$ cat src/bls_pkg.sv
// ----------------------------------------------------------------------------
// bls_pkg
// Opcodes and fixed sizes shared by the line stepper modules.
// ----------------------------------------------------------------------------
package bls_pkg;

   // request kinds carried on req_tuser
   typedef enum logic {
      OP_START = 1'b0,
      OP_STEP  = 1'b1
   } op_type;

   localparam int COLOR_BITS     = 16;
   localparam int QUEUE_DEPTH    = 4;
   localparam int QUEUE_PTR_BITS = $clog2(QUEUE_DEPTH);
   localparam int QUEUE_CNT_BITS = $clog2(QUEUE_DEPTH + 1);

endpackage

$ cat src/bls_front.sv
// ----------------------------------------------------------------------------
// bls_front
// Accepts request transactions and works out the line setup for a start.
// ----------------------------------------------------------------------------
module bls_front
   import bls_pkg::*;
#(
   parameter int  COORD_BITS = 9,
   localparam int ERR_BITS   = COORD_BITS + 3,
   localparam int REQ_W      = ((4 * COORD_BITS + COLOR_BITS + 7) / 8) * 8,
   localparam int ENTRY_W    = 3 * COORD_BITS + 3 * ERR_BITS + 5 + COLOR_BITS
) (
   input  logic               req_tvalid,
   output logic               req_tready,
   input  logic [REQ_W-1:0]   req_tdata,
   input  logic               req_tuser,
   output logic               q_wr_valid,
   input  logic               q_wr_ready,
   output logic [ENTRY_W-1:0] q_wr_data
);

   typedef struct packed {
      op_type                     op;
      logic [COORD_BITS-1:0]      major_pos;
      logic [COORD_BITS-1:0]      minor_pos;
      logic [COORD_BITS-1:0]      major_end;
      logic signed [ERR_BITS-1:0] error;
      logic signed [ERR_BITS-1:0] inc_straight;
      logic signed [ERR_BITS-1:0] inc_diagonal;
      logic                       major_neg;
      logic                       minor_neg;
      logic                       swapped;
      logic                       single;
      logic [COLOR_BITS-1:0]      color;
   } entry_type;

   logic [COORD_BITS-1:0] xs, ys, xe, ye;
   logic [COORD_BITS-1:0] dx, dy, d_major, d_minor;
   logic [COORD_BITS-1:0] minor_end;
   logic                  swap;
   entry_type             entry;

   // unpack the endpoints
   assign xs = req_tdata[COORD_BITS-1:0];
   assign ys = req_tdata[2*COORD_BITS-1:COORD_BITS];
   assign xe = req_tdata[3*COORD_BITS-1:2*COORD_BITS];
   assign ye = req_tdata[4*COORD_BITS-1:3*COORD_BITS];

   // absolute extents and major axis choice
   assign dx      = (xe >= xs) ? (xe - xs) : (xs - xe);
   assign dy      = (ye >= ys) ? (ye - ys) : (ys - ye);
   assign swap    = (dx < dy);
   assign d_major = swap ? dy : dx;
   assign d_minor = swap ? dx : dy;

   // build the queue entry
   always_comb begin
      entry              = '0;
      entry.op           = op_type'(req_tuser);
      entry.swapped      = swap;
      entry.major_pos    = swap ? ys : xs;
      entry.minor_pos    = swap ? xs : ys;
      entry.major_end    = swap ? ye : xe;
      minor_end          = swap ? xe : ye;
      entry.major_neg    = !(entry.major_end > entry.major_pos);
      entry.minor_neg    = !(minor_end > entry.minor_pos);
      entry.inc_straight = signed'({2'b00, d_minor, 1'b0});
      entry.inc_diagonal = signed'({2'b00, d_minor, 1'b0}) - signed'({2'b00, d_major, 1'b0});
      entry.error        = signed'({2'b00, d_minor, 1'b0}) - signed'({3'b000, d_major});
      entry.single       = (xs == xe) && (ys == ye);
      entry.color        = req_tdata[4*COORD_BITS+COLOR_BITS-1:4*COORD_BITS];
   end

   // pass the handshake through to the queue
   assign req_tready = q_wr_ready;
   assign q_wr_valid = req_tvalid;
   assign q_wr_data  = entry;

endmodule

$ cat src/bls_queue.sv
// ----------------------------------------------------------------------------
// bls_queue
// Small FIFO that decouples request setup from pixel stepping.
// ----------------------------------------------------------------------------
module bls_queue
   import bls_pkg::*;
#(
   parameter int WIDTH = 8
) (
   input  logic             clock,
   input  logic             reset,
   input  logic             wr_valid,
   output logic             wr_ready,
   input  logic [WIDTH-1:0] wr_data,
   output logic             rd_valid,
   input  logic             rd_pop,
   output logic [WIDTH-1:0] rd_data
);

   logic [WIDTH-1:0]          mem_ff [QUEUE_DEPTH];
   logic [QUEUE_PTR_BITS-1:0] wr_ptr_ff, wr_ptr_in;
   logic [QUEUE_PTR_BITS-1:0] rd_ptr_ff, rd_ptr_in;
   logic [QUEUE_CNT_BITS-1:0] count_ff, count_in;
   logic                      push, pop;

   assign wr_ready = (count_ff != QUEUE_CNT_BITS'(QUEUE_DEPTH));
   assign rd_valid = (count_ff != '0);
   assign push     = wr_valid && wr_ready;
   assign pop      = rd_pop && rd_valid;
   assign rd_data  = mem_ff[rd_ptr_ff];

   // advance pointers and occupancy
   always_comb begin
      wr_ptr_in = push ? wr_ptr_ff + QUEUE_PTR_BITS'(1) : wr_ptr_ff;
      rd_ptr_in = pop  ? rd_ptr_ff + QUEUE_PTR_BITS'(1) : rd_ptr_ff;
      count_in  = count_ff + QUEUE_CNT_BITS'(push) - QUEUE_CNT_BITS'(pop);
   end

   always_ff @(posedge clock) begin
      if (reset) begin
         wr_ptr_ff <= '0;
         rd_ptr_ff <= '0;
         count_ff  <= '0;
      end else begin
         wr_ptr_ff <= wr_ptr_in;
         rd_ptr_ff <= rd_ptr_in;
         count_ff  <= count_in;
      end
   end

   // store the entry
   always_ff @(posedge clock) begin
      if (push) begin
         mem_ff[wr_ptr_ff] <= wr_data;
      end
   end

endmodule

$ cat src/bls_back.sv
// ----------------------------------------------------------------------------
// bls_back
// Holds the line state, steps the error term and registers each pixel.
// ----------------------------------------------------------------------------
module bls_back
   import bls_pkg::*;
#(
   parameter int  COORD_BITS = 9,
   localparam int ERR_BITS   = COORD_BITS + 3,
   localparam int RSP_W      = ((2 * COORD_BITS + COLOR_BITS + 7) / 8) * 8,
   localparam int ENTRY_W    = 3 * COORD_BITS + 3 * ERR_BITS + 5 + COLOR_BITS
) (
   input  logic               clock,
   input  logic               reset,
   input  logic               q_valid,
   output logic               q_pop,
   input  logic [ENTRY_W-1:0] q_data,
   output logic               rsp_tvalid,
   input  logic               rsp_tready,
   output logic [RSP_W-1:0]   rsp_tdata,
   output logic               rsp_tlast
);

   typedef struct packed {
      op_type                     op;
      logic [COORD_BITS-1:0]      major_pos;
      logic [COORD_BITS-1:0]      minor_pos;
      logic [COORD_BITS-1:0]      major_end;
      logic signed [ERR_BITS-1:0] error;
      logic signed [ERR_BITS-1:0] inc_straight;
      logic signed [ERR_BITS-1:0] inc_diagonal;
      logic                       major_neg;
      logic                       minor_neg;
      logic                       swapped;
      logic                       single;
      logic [COLOR_BITS-1:0]      color;
   } entry_type;

   entry_type ent;

   // line state
   logic [COORD_BITS-1:0]      major_pos_ff, major_pos_in;
   logic [COORD_BITS-1:0]      minor_pos_ff, minor_pos_in;
   logic [COORD_BITS-1:0]      major_end_ff, major_end_in;
   logic signed [ERR_BITS-1:0] error_ff, error_in;
   logic signed [ERR_BITS-1:0] inc_str_ff, inc_str_in;
   logic signed [ERR_BITS-1:0] inc_diag_ff, inc_diag_in;
   logic                       major_neg_ff, major_neg_in;
   logic                       minor_neg_ff, minor_neg_in;
   logic                       swapped_ff, swapped_in;
   logic                       active_ff, active_in;
   logic [COLOR_BITS-1:0]      color_ff, color_in;

   // output register
   logic                  rsp_valid_ff, rsp_valid_in;
   logic [COORD_BITS-1:0] px_ff, px_in;
   logic [COORD_BITS-1:0] py_ff, py_in;
   logic [COLOR_BITS-1:0] pcolor_ff, pcolor_in;
   logic                  plast_ff, plast_in;

   // step results
   logic [COORD_BITS-1:0]      major_nxt, minor_nxt, minor_stp;
   logic signed [ERR_BITS-1:0] error_nxt;
   logic                       err_neg, at_end, out_free;

   assign ent      = entry_type'(q_data);
   assign out_free = !rsp_valid_ff || rsp_tready;
   assign q_pop    = q_valid && out_free;

   // one Bresenham move along the major axis
   assign err_neg   = error_ff[ERR_BITS-1];
   assign major_nxt = major_neg_ff ? major_pos_ff - COORD_BITS'(1)
                                   : major_pos_ff + COORD_BITS'(1);
   assign minor_stp = minor_neg_ff ? minor_pos_ff - COORD_BITS'(1)
                                   : minor_pos_ff + COORD_BITS'(1);
   assign minor_nxt = err_neg ? minor_pos_ff : minor_stp;
   assign error_nxt = error_ff + (err_neg ? inc_str_ff : inc_diag_ff);
   assign at_end    = (major_nxt == major_end_ff);

   // next state and next pixel
   always_comb begin
      major_pos_in = major_pos_ff;
      minor_pos_in = minor_pos_ff;
      major_end_in = major_end_ff;
      error_in     = error_ff;
      inc_str_in   = inc_str_ff;
      inc_diag_in  = inc_diag_ff;
      major_neg_in = major_neg_ff;
      minor_neg_in = minor_neg_ff;
      swapped_in   = swapped_ff;
      active_in    = active_ff;
      color_in     = color_ff;
      rsp_valid_in = rsp_valid_ff && !rsp_tready;
      px_in        = px_ff;
      py_in        = py_ff;
      pcolor_in    = pcolor_ff;
      plast_in     = plast_ff;
      if (q_pop) begin
         case (ent.op)
            OP_START: begin
               major_pos_in = ent.major_pos;
               minor_pos_in = ent.minor_pos;
               major_end_in = ent.major_end;
               error_in     = ent.error;
               inc_str_in   = ent.inc_straight;
               inc_diag_in  = ent.inc_diagonal;
               major_neg_in = ent.major_neg;
               minor_neg_in = ent.minor_neg;
               swapped_in   = ent.swapped;
               color_in     = ent.color;
               active_in    = !ent.single;
               rsp_valid_in = 1'b1;
               px_in        = ent.swapped ? ent.minor_pos : ent.major_pos;
               py_in        = ent.swapped ? ent.major_pos : ent.minor_pos;
               pcolor_in    = ent.color;
               plast_in     = ent.single;
            end
            OP_STEP: begin
               // drop steps while no line is running
               if (active_ff) begin
                  major_pos_in = major_nxt;
                  minor_pos_in = minor_nxt;
                  error_in     = error_nxt;
                  active_in    = !at_end;
                  rsp_valid_in = 1'b1;
                  px_in        = swapped_ff ? minor_nxt : major_nxt;
                  py_in        = swapped_ff ? major_nxt : minor_nxt;
                  pcolor_in    = color_ff;
                  plast_in     = at_end;
               end
            end
            default: begin
            end
         endcase
      end
   end

   always_ff @(posedge clock) begin
      if (reset) begin
         active_ff    <= 1'b0;
         rsp_valid_ff <= 1'b0;
      end else begin
         active_ff    <= active_in;
         rsp_valid_ff <= rsp_valid_in;
      end
   end

   // payload and line parameters
   always_ff @(posedge clock) begin
      major_pos_ff <= major_pos_in;
      minor_pos_ff <= minor_pos_in;
      major_end_ff <= major_end_in;
      error_ff     <= error_in;
      inc_str_ff   <= inc_str_in;
      inc_diag_ff  <= inc_diag_in;
      major_neg_ff <= major_neg_in;
      minor_neg_ff <= minor_neg_in;
      swapped_ff   <= swapped_in;
      color_ff     <= color_in;
      px_ff        <= px_in;
      py_ff        <= py_in;
      pcolor_ff    <= pcolor_in;
      plast_ff     <= plast_in;
   end

   // pack the result transaction
   always_comb begin
      rsp_tdata                                          = '0;
      rsp_tdata[COORD_BITS-1:0]                          = px_ff;
      rsp_tdata[2*COORD_BITS-1:COORD_BITS]               = py_ff;
      rsp_tdata[2*COORD_BITS+COLOR_BITS-1:2*COORD_BITS]  = pcolor_ff;
   end

   assign rsp_tvalid = rsp_valid_ff;
   assign rsp_tlast  = plast_ff;

endmodule

$ cat src/bresenham_line_stepper.sv
// Bresenham line stepper.
// Request channel (req_): tuser is the opcode, start or step. A start carries
// both endpoints and a color in tdata and yields the first pixel at once; each
// step yields the next pixel along the line. A step with no line running
// yields nothing; a start while a line runs drops that line.
// Result channel (rsp_): one pixel per transaction, tlast marks the end point.
// A line with equal endpoints gives a single pixel with tlast set.
// Path: a request is set up and written into the queue at the accepting edge,
// and is stepped into the output register when the stepper pops it from the
// queue; a held output register or older queued entries can delay that.
// Throughput: one request and one pixel per cycle while rsp_tready is high.
// A four-entry queue sits between setup and stepping; when the receiver holds
// rsp_tready low the output register holds, the queue fills, and req_tready
// drops once it is full.
// Reset clears the queue, the output register and the running-line flag.
// ----------------------------------------------------------------------------
// bresenham_line_stepper
// Top level: request setup, decoupling queue and pixel stepper.
// ----------------------------------------------------------------------------
module bresenham_line_stepper
   import bls_pkg::*;
#(
   parameter int  COORD_BITS = 9,
   localparam int ERR_BITS   = COORD_BITS + 3,
   localparam int REQ_W      = ((4 * COORD_BITS + COLOR_BITS + 7) / 8) * 8,
   localparam int RSP_W      = ((2 * COORD_BITS + COLOR_BITS + 7) / 8) * 8,
   localparam int ENTRY_W    = 3 * COORD_BITS + 3 * ERR_BITS + 5 + COLOR_BITS
) (
   input  logic             clock,
   input  logic             reset,
   input  logic             req_tvalid,
   output logic             req_tready,
   // x_start, y_start, x_end, y_end, pen_color, zero fill
   input  logic [REQ_W-1:0] req_tdata,
   // opcode
   input  logic             req_tuser,
   output logic             rsp_tvalid,
   input  logic             rsp_tready,
   // pixel_x, pixel_y, pixel_color, zero fill
   output logic [RSP_W-1:0] rsp_tdata,
   // last_pixel
   output logic             rsp_tlast
);

   logic               q_wr_valid, q_wr_ready, q_rd_valid, q_rd_pop;
   logic [ENTRY_W-1:0] q_wr_data, q_rd_data;

   // classify and set up requests
   bls_front #(.COORD_BITS(COORD_BITS)) u_front (
      .req_tvalid (req_tvalid),
      .req_tready (req_tready),
      .req_tdata  (req_tdata),
      .req_tuser  (req_tuser),
      .q_wr_valid (q_wr_valid),
      .q_wr_ready (q_wr_ready),
      .q_wr_data  (q_wr_data)
   );

   // decouple front and back
   bls_queue #(.WIDTH(ENTRY_W)) u_queue (
      .clock    (clock),
      .reset    (reset),
      .wr_valid (q_wr_valid),
      .wr_ready (q_wr_ready),
      .wr_data  (q_wr_data),
      .rd_valid (q_rd_valid),
      .rd_pop   (q_rd_pop),
      .rd_data  (q_rd_data)
   );

   // step lines and emit pixels
   bls_back #(.COORD_BITS(COORD_BITS)) u_back (
      .clock      (clock),
      .reset      (reset),
      .q_valid    (q_rd_valid),
      .q_pop      (q_rd_pop),
      .q_data     (q_rd_data),
      .rsp_tvalid (rsp_tvalid),
      .rsp_tready (rsp_tready),
      .rsp_tdata  (rsp_tdata),
      .rsp_tlast  (rsp_tlast)
   );

endmodule

$ cat config.mk
export PLATFORM = sky130hd
export DESIGN_NAME = bresenham_line_stepper
export DESIGN_NICKNAME = d
export VERILOG_FILES = /design/src/bls_pkg.sv /design/src/bls_front.sv /design/src/bls_queue.sv /design/src/bls_back.sv /design/src/bresenham_line_stepper.sv
export SDC_FILE = /design/constraint.sdc
export NUM_CORES = 1
export LEC_CHECK = 0
export BUFFER_PORTS_ARGS = -buffer_cell sky130_fd_sc_hd__buf_4
export CAP_MARGIN = 5
export CORE_MARGIN = 8
export CORE_UTILIZATION = 56
export CTS_CLUSTER_DIAMETER = 150
export DETAILED_ROUTE_END_ITERATION = 8
export GPL_ROUTABILITY_DRIVEN = 0
export GPL_TIMING_DRIVEN = 0
export PLACE_DENSITY_LB_ADDON = 0.15
export SLEW_MARGIN = 20
export SYNTH_ARGS = -nofsm -noshare
export SYNTH_HDL_FRONTEND = slang
export SYNTH_SLANG_ARGS = --single-unit
$ cat constraint.sdc
create_clock -name clock -period 7.3 [get_ports clock]
set_input_delay 1.095 -clock clock [delete_from_list [all_inputs] [get_ports clock]]
set_output_delay 1.095 -clock clock [all_outputs]
set_load 0.03 [all_outputs]
Word-level counts from Yosys, hierarchy flattened
Memories as Yosys holds them, arrays and structs flattened. A register that Yosys moved wholly into a read port is not among the register bits.
Index checks and enable logic that the tools add are counted.
Storage, ports and cells
  memories: 1
  bits of input ports: 61
  output and inout bits: 43
  RAM bits: 324
  word-level logic and storage cells: 100
  bits in registers: 126
Cells by class
  reductions and logical operators: 15
  equal/unequal tests: 5
  mux-type cells: 39
  bitwise gates (word level): 1
  add/sub/neg operators: 15
  order comparisons: 5
Memories
  u_queue.mem_ff: words 4, bits a word 81, read ports 1, clocked after Yosys merged registers in 1, write ports 1, line bls_queue.sv:20  | logic [WIDTH-1:0] mem_ff [QUEUE_DEPTH];
Operator list (count)
  two-way mux 9 bit: 19
  case mux 9 bit (2 select lines): 4
  subtractor 9 bit: 4
  case mux 16 bit (2 select lines): 1
  == test 9 bit: 3
  two-way mux 12 bit: 2
  case mux 12 bit (2 select lines): 1
  adder 9 x 1 -> 9 bit, second input constant: 2
  greater-or-equal comparator 9 bit: 2
  > comparator 9 bit: 2
  subtractor 9 x 1 -> 9 bit, second input constant: 2
  two-way mux 16 bit: 1
  adder 12 bit: 1
  subtractor 10 x 10 -> 11 bit: 1
  subtractor 10 x 9 -> 11 bit: 1
  less-than comparator 9 bit: 1
  zero test 1 bit: 6
  two-way mux 1 bit: 6
  case mux 1 bit (2 select lines): 3
  logical AND 1 bit: 5
  adder 2 x 1 -> 2 bit, second input constant: 2
  two-way mux 2 bit: 2
  AND reduction 2 bit: 2
  adder 3 x 1 -> 3 bit: 1
  other kinds (6): 6

Longest topological paths before layout
  word-level depth: 6
  gate-level depth with buffers: 35
  gate-level depth less buffers: 32

Modules after synthesis
A second synthesis with hierarchy kept.
Unflattened totals
  cells, all modules: 1623
  area total of the unflattened synthesis: 23273.6 sq um
Modules (own cells, without submodules)
  bls_queue: cells an instance 487, seq. area each 10269.8 sq um, times used 1, area each 12583.3 sq um
  bls_back: cells an instance 487, seq. area each 3553.4 sq um, times used 1, area each 6341.1 sq um
  bls_front: cells an instance 649, seq. area each 0.0 sq um, times used 1, area each 4349.2 sq um

Worst setup path after synthesis
OpenSTA, ideal clock, no wires.
  path type: input -> register
  from: input port req_tdata[11]
  to: memory u_queue.mem_ff[0][19] (netlist bit), data pin
  cell stages on the path: 35
  library setup time: 0.201 ns
  path slack: -0.178 ns
  arrival: 7.277 ns
  buffers on the path: 5
  data required time: 7.099 ns
  cells stage by stage: inv_1 ha_1 buf_4 a21oi_2 a2111oi_4 nor2_1 nand2_2 mux2_1 o21bai_1 o21a_1 or2_2 ha_1 clkbuf_1 and3_1 a221o_1 a21oi_1 o31a_4 nand2_2 inv_2 buf_6 clkbuf_1 clkbuf_1 o21ai_0 ha_1 nor2b_1 o21a_1 o21ai_0 nand2b_1 a21oi_1 nor2b_1 o21ai_0 nand2b_1 a21oi_1 nor2b_1 o21ai_0
Between the ends
  cells in the longest elaborated chain, start to end: 6
  elaborated cells between the ends (all ways): 9
  classes of those cells: add/sub: 2; order compare: 3; mux: 3; reduce/logical: 1
RTL lines
  from (decl): line bresenham_line_stepper.sv:34  | input logic [REQ_W-1:0] req_tdata,
  subtractor 9 bit / greater-or-equal comparator 9 bit (equally long branches): line bls_front.sv:51  | assign dy = (ye >= ys) ? (ye - ys) : (ys - ye);
  two-way mux 9 bit (*): line bls_front.sv:51
  less-than comparator 9 bit (*): line bls_front.sv:52  | assign swap = (dx < dy);
  named net q_wr_data[17]: line bresenham_line_stepper.sv:46  | logic [ENTRY_W-1:0] q_wr_data, q_rd_data;
  two-way mux 9 bit (*): line bls_front.sv:63  | entry.major_end = swap ? ye : xe;
  named net q_wr_data[57]: line bresenham_line_stepper.sv:46
  > comparator 9 bit (*): line bls_front.sv:65  | entry.major_neg = !(entry.major_end > entry.major_pos);
  zero test 1 bit (*): line bls_front.sv:65
  named net q_wr_data[19]: line bresenham_line_stepper.sv:46
  to (decl): line bls_queue.sv:20
The timed path passes the listed nets; every way through them passes the cells marked *.

Worst setup path after layout
  from: input port req_tdata[11]
  to: memory u_queue.mem_ff[1][52] (netlist bit), data pin
Between the ends
  cells in the longest elaborated chain, start to end: 5
  elaborated cells between the ends (all ways): 8
  classes of those cells: add/sub: 3; order compare: 2; mux: 3
RTL lines
  subtractor 9 bit / greater-or-equal comparator 9 bit (equally long branches): line bls_front.sv:51
  two-way mux 9 bit (*): line bls_front.sv:51
  less-than comparator 9 bit: line bls_front.sv:52
  two-way mux 9 bit (*): line bls_front.sv:54  | assign d_minor = swap ? dx : dy;
  named net q_wr_data[34]: line bresenham_line_stepper.sv:46
  subtractor 10 x 9 -> 11 bit (*): line bls_front.sv:69  | entry.error = signed'({2'b00, d_minor, 1'b0}) - signed'({3'b000, d_major});
  named net q_wr_data[54]: line bresenham_line_stepper.sv:46
Marks and branches as above.

==> qor.txt <==
CTS tree - built
Fin crit share - 96.3%
Tot Pwr - 12400 uW
Slowest CP cell - ha_1
Reg clk slew, reported paths - 0.06 ns
Worst EP arrival - 7.36 ns
Max cap viols - 0
Leading cell type in the layout, fill and taps excluded - edfxtp_1
Setup violations, final - 0
Hold path cells - 2
Core Util, Final - 64.9%
Async SR Flop Fraction - 0%
Syn avg cell area - 13.9 sq um
Hold WC Path Type - register to register
N_diodes - 0
GRT Total Usage - 21.6%
Synth cell types - 83
Final Slew Violations - 0
Hold Buf Count CTS - 0
Die H - 209 um
Setup Crit Path Kind - input pin to register
Largest net degree at the start of global routing - 49
Rel. slew slack - 26.3%
Clock Latency Late Sink - 0.56 ns
Initial antenna violation count - 0
Max FO, Critical Path - 10
Antenna Violating Nets Remaining - 0
Post-detail-place hpwl - 33.7 mm
Hold Path Sink - u_back.active_ff
TritonRoute pass-1 iters - 5
Sink Count - 430
CTS Buf Count - 43
Placed cell count - 2086
Static leakage - 0.00902 uW
Sequential area share after synthesis - 61.1%
Final hold viol count - 0
Global route overflow - 0
CP startpoint kind - input pin
Vias - 12800
Final Non-Filler Cells - 2172
Synth Instances - 1510
WL/cell - 21.9 um
Fin crit period - 7.03 ns
Initial Utilization - 56.2%
RR Startpoint - u_back.error_ff[11]
CP max stage delay - 0.38 ns
Fraction of layout cells with a size suffix above 1 - 21.3%
Status - finished clean
# rows - 71
IO Pins - 104
Pwr dens - 512 nW/um^2
Nets@finish - 1832
CTS H-tree lvls - 2
Clock tree buffer depth - 3
Max Clk Rate - 0.142 GHz
#FFs+latches synth - 430
Port bufs - 92
Chip Width - 209 um
Worst Setup End Kind - register
Post-route DRC - 0
Final wirelength - 47.5 mm
Actual slew at the worst max-slew pin - 1.09 ns
Worst reg2reg path depth - 18
Post-Synthesis Cell Area - 21000 sq um
Highest-count cells in the layout ignoring fill and taps - 419 x edfxtp_1, 173 x nand2_1, 110 x buf_4, 101 x inv_1, 94 x ha_1
Capturing point of the worst reg2reg path - u_back.error_ff[11]
VDD IR max - 0.275 mV
Hold Startpoint - u_back.active_ff
Post-synth EDFFs - 419
Core ar. - 37300 sq um
Vias in the first global route - 13000
FF-to-FF setup slack - 3.10 ns
Global-route wire length before repair - 73.7 mm
Root buf cell - clkbuf_16
Initial DRC Count - 863
Die area - 43900 sq um
Synth Flop Type - edfxtp_1
Synth warn - 0
CP required - 7.63 ns
Setup_tns - 0 ns
Setup Skew - 0.0296 ns
Vias/cell - 5.90
Synth-to-Final Area Change - 15.5%
logic make-up after synthesis:
logic type / share of synthesized area [%]
AOI/OAI and AO/OA: 8.45
xor gates and xnor gates: 2.38
adders and majority gates: 6.77
buffers and inverters: 3.24
DFF: 61.1
muxes: 10.4
other: 0.0179
and+or+nand+nor: 7.66
how the worst max path moves through the flow:
| stage | start | endpoint | slack, ns |
|---|---|---|---|
| 3_5_place_dp | req_tdata[15] | u_queue.mem_ff[1][19] | -1.63 |
| 6_report | req_tdata[11] | u_queue.mem_ff[1][52] | 0.27 |
| 3_3_place_gp | req_tdata[15] | u_queue.mem_ff[0][19] | -1.43 |
| 4_1_cts | req_tdata[15] | u_queue.mem_ff[1][49] | 0.006 |
| 5_1_grt | req_tdata[11] | u_queue.mem_ff[3][19] | -0.01 |
| 2_1_floorplan | req_tdata[11] | u_queue.mem_ff[0][52] | 0.05 |
per-layer routing:
layer  GRT usage (%)  part of all wire [%]  routed length (um)  vias up
met1            28.8                    44               20900     6402
met4            7.14                   2.8                1330        0
li1                -                     -                   -     5953
met2            36.1                    48               22600      382
met3            3.45                   5.5                2620       82
met5               0                     0                   0        -
area by class of cell:
cell class                 count  area, sq um
tap                          474          593
fill                        2757        13100
timing repair buffer         106          888
clock inverter                26          275
buffer                        63          324
sequential                   430        12800
clock buffer                  54         1180
multi-input combinational    914         7750
inverter                     105          397
state kept, by name, indices dropped and copies added (netlist names), 9 cells and up, named ones only:
name                 count
u_back.error_ff         11
u_back.major_pos_ff      9
u_back.px_ff             9
u_queue.mem_ff         308
u_back.inc_diag_ff      10
u_back.color_ff         16
u_back.inc_str_ff        9
u_back.py_ff             9
u_back.minor_pos_ff      9
u_back.major_end_ff      9
u_back.pcolor_ff        16
stage by stage:
step           cell area [sq um]  hold slack (ns)  worst slack, ns
4_1_cts                    24000            0.502          0.00553
2_1_floorplan              21000            0.475           0.0481
5_1_grt                    24200            0.528         -0.00965
3_3_place_gp               22300            0.487            -1.43
6_report                   24200            0.501            0.268
3_5_place_dp               22400            0.488            -1.63
power breakdown:
part / switching [uW] / internal, uW / total, uW / leakage [uW]
logic: 3640 / 2190 / 5830 / 0.00435
registers: 213 / 4100 / 4320 / 0.00396
clock network: 916 / 1330 / 2240 / 0.000713
total: 4770 / 7620 / 12400 / 0.00902
synthesized netlist by cell type (8+ instances only):
cell / instances / share of area [%]
o21a_1: 9 / 0.32
mux2i_1: 29 / 1.4
nand2_1: 173 / 3.1
dfxtp_1: 11 / 1.1
ha_1: 99 / 5.9
nand4_1: 11 / 0.33
o21ai_0: 90 / 2.1
clkbuf_1: 38 / 0.68
nor2_1: 70 / 1.3
mux2_2: 12 / 0.64
edfxtp_1: 419 / 60
nor3_1: 11 / 0.26
a21o_1: 21 / 0.75
xnor2_1: 35 / 1.5
o21bai_1: 9 / 0.32
and3_1: 10 / 0.30
a21oi_1: 77 / 1.8
mux4_2: 76 / 8.2
buf_1: 17 / 0.30
o211ai_1: 13 / 0.47
nor2b_1: 18 / 0.54
fa_1: 9 / 0.86
nand2b_1: 8 / 0.24
inv_1: 102 / 1.8
xor2_1: 20 / 0.84
worst max-delay path: cells and delay by family:
kind / cells / cell delay [ns]
adder cells (fa/ha/maj): 3 / 0.97
buffers and inverters: 5 / 0.71
AO/OA/AOI/OAI: 14 / 2.79
multiplexers: 1 / 0.35
AND/OR/NAND/NOR: 8 / 1.42
repair_timing:
action	in CTS	in global routing
gates resized for setup	38	38
setup endpoints to repair	32	32
setup buffers	1	8
pin swaps	2	7
No activity file was read; power rests on OpenSTA's default activity.
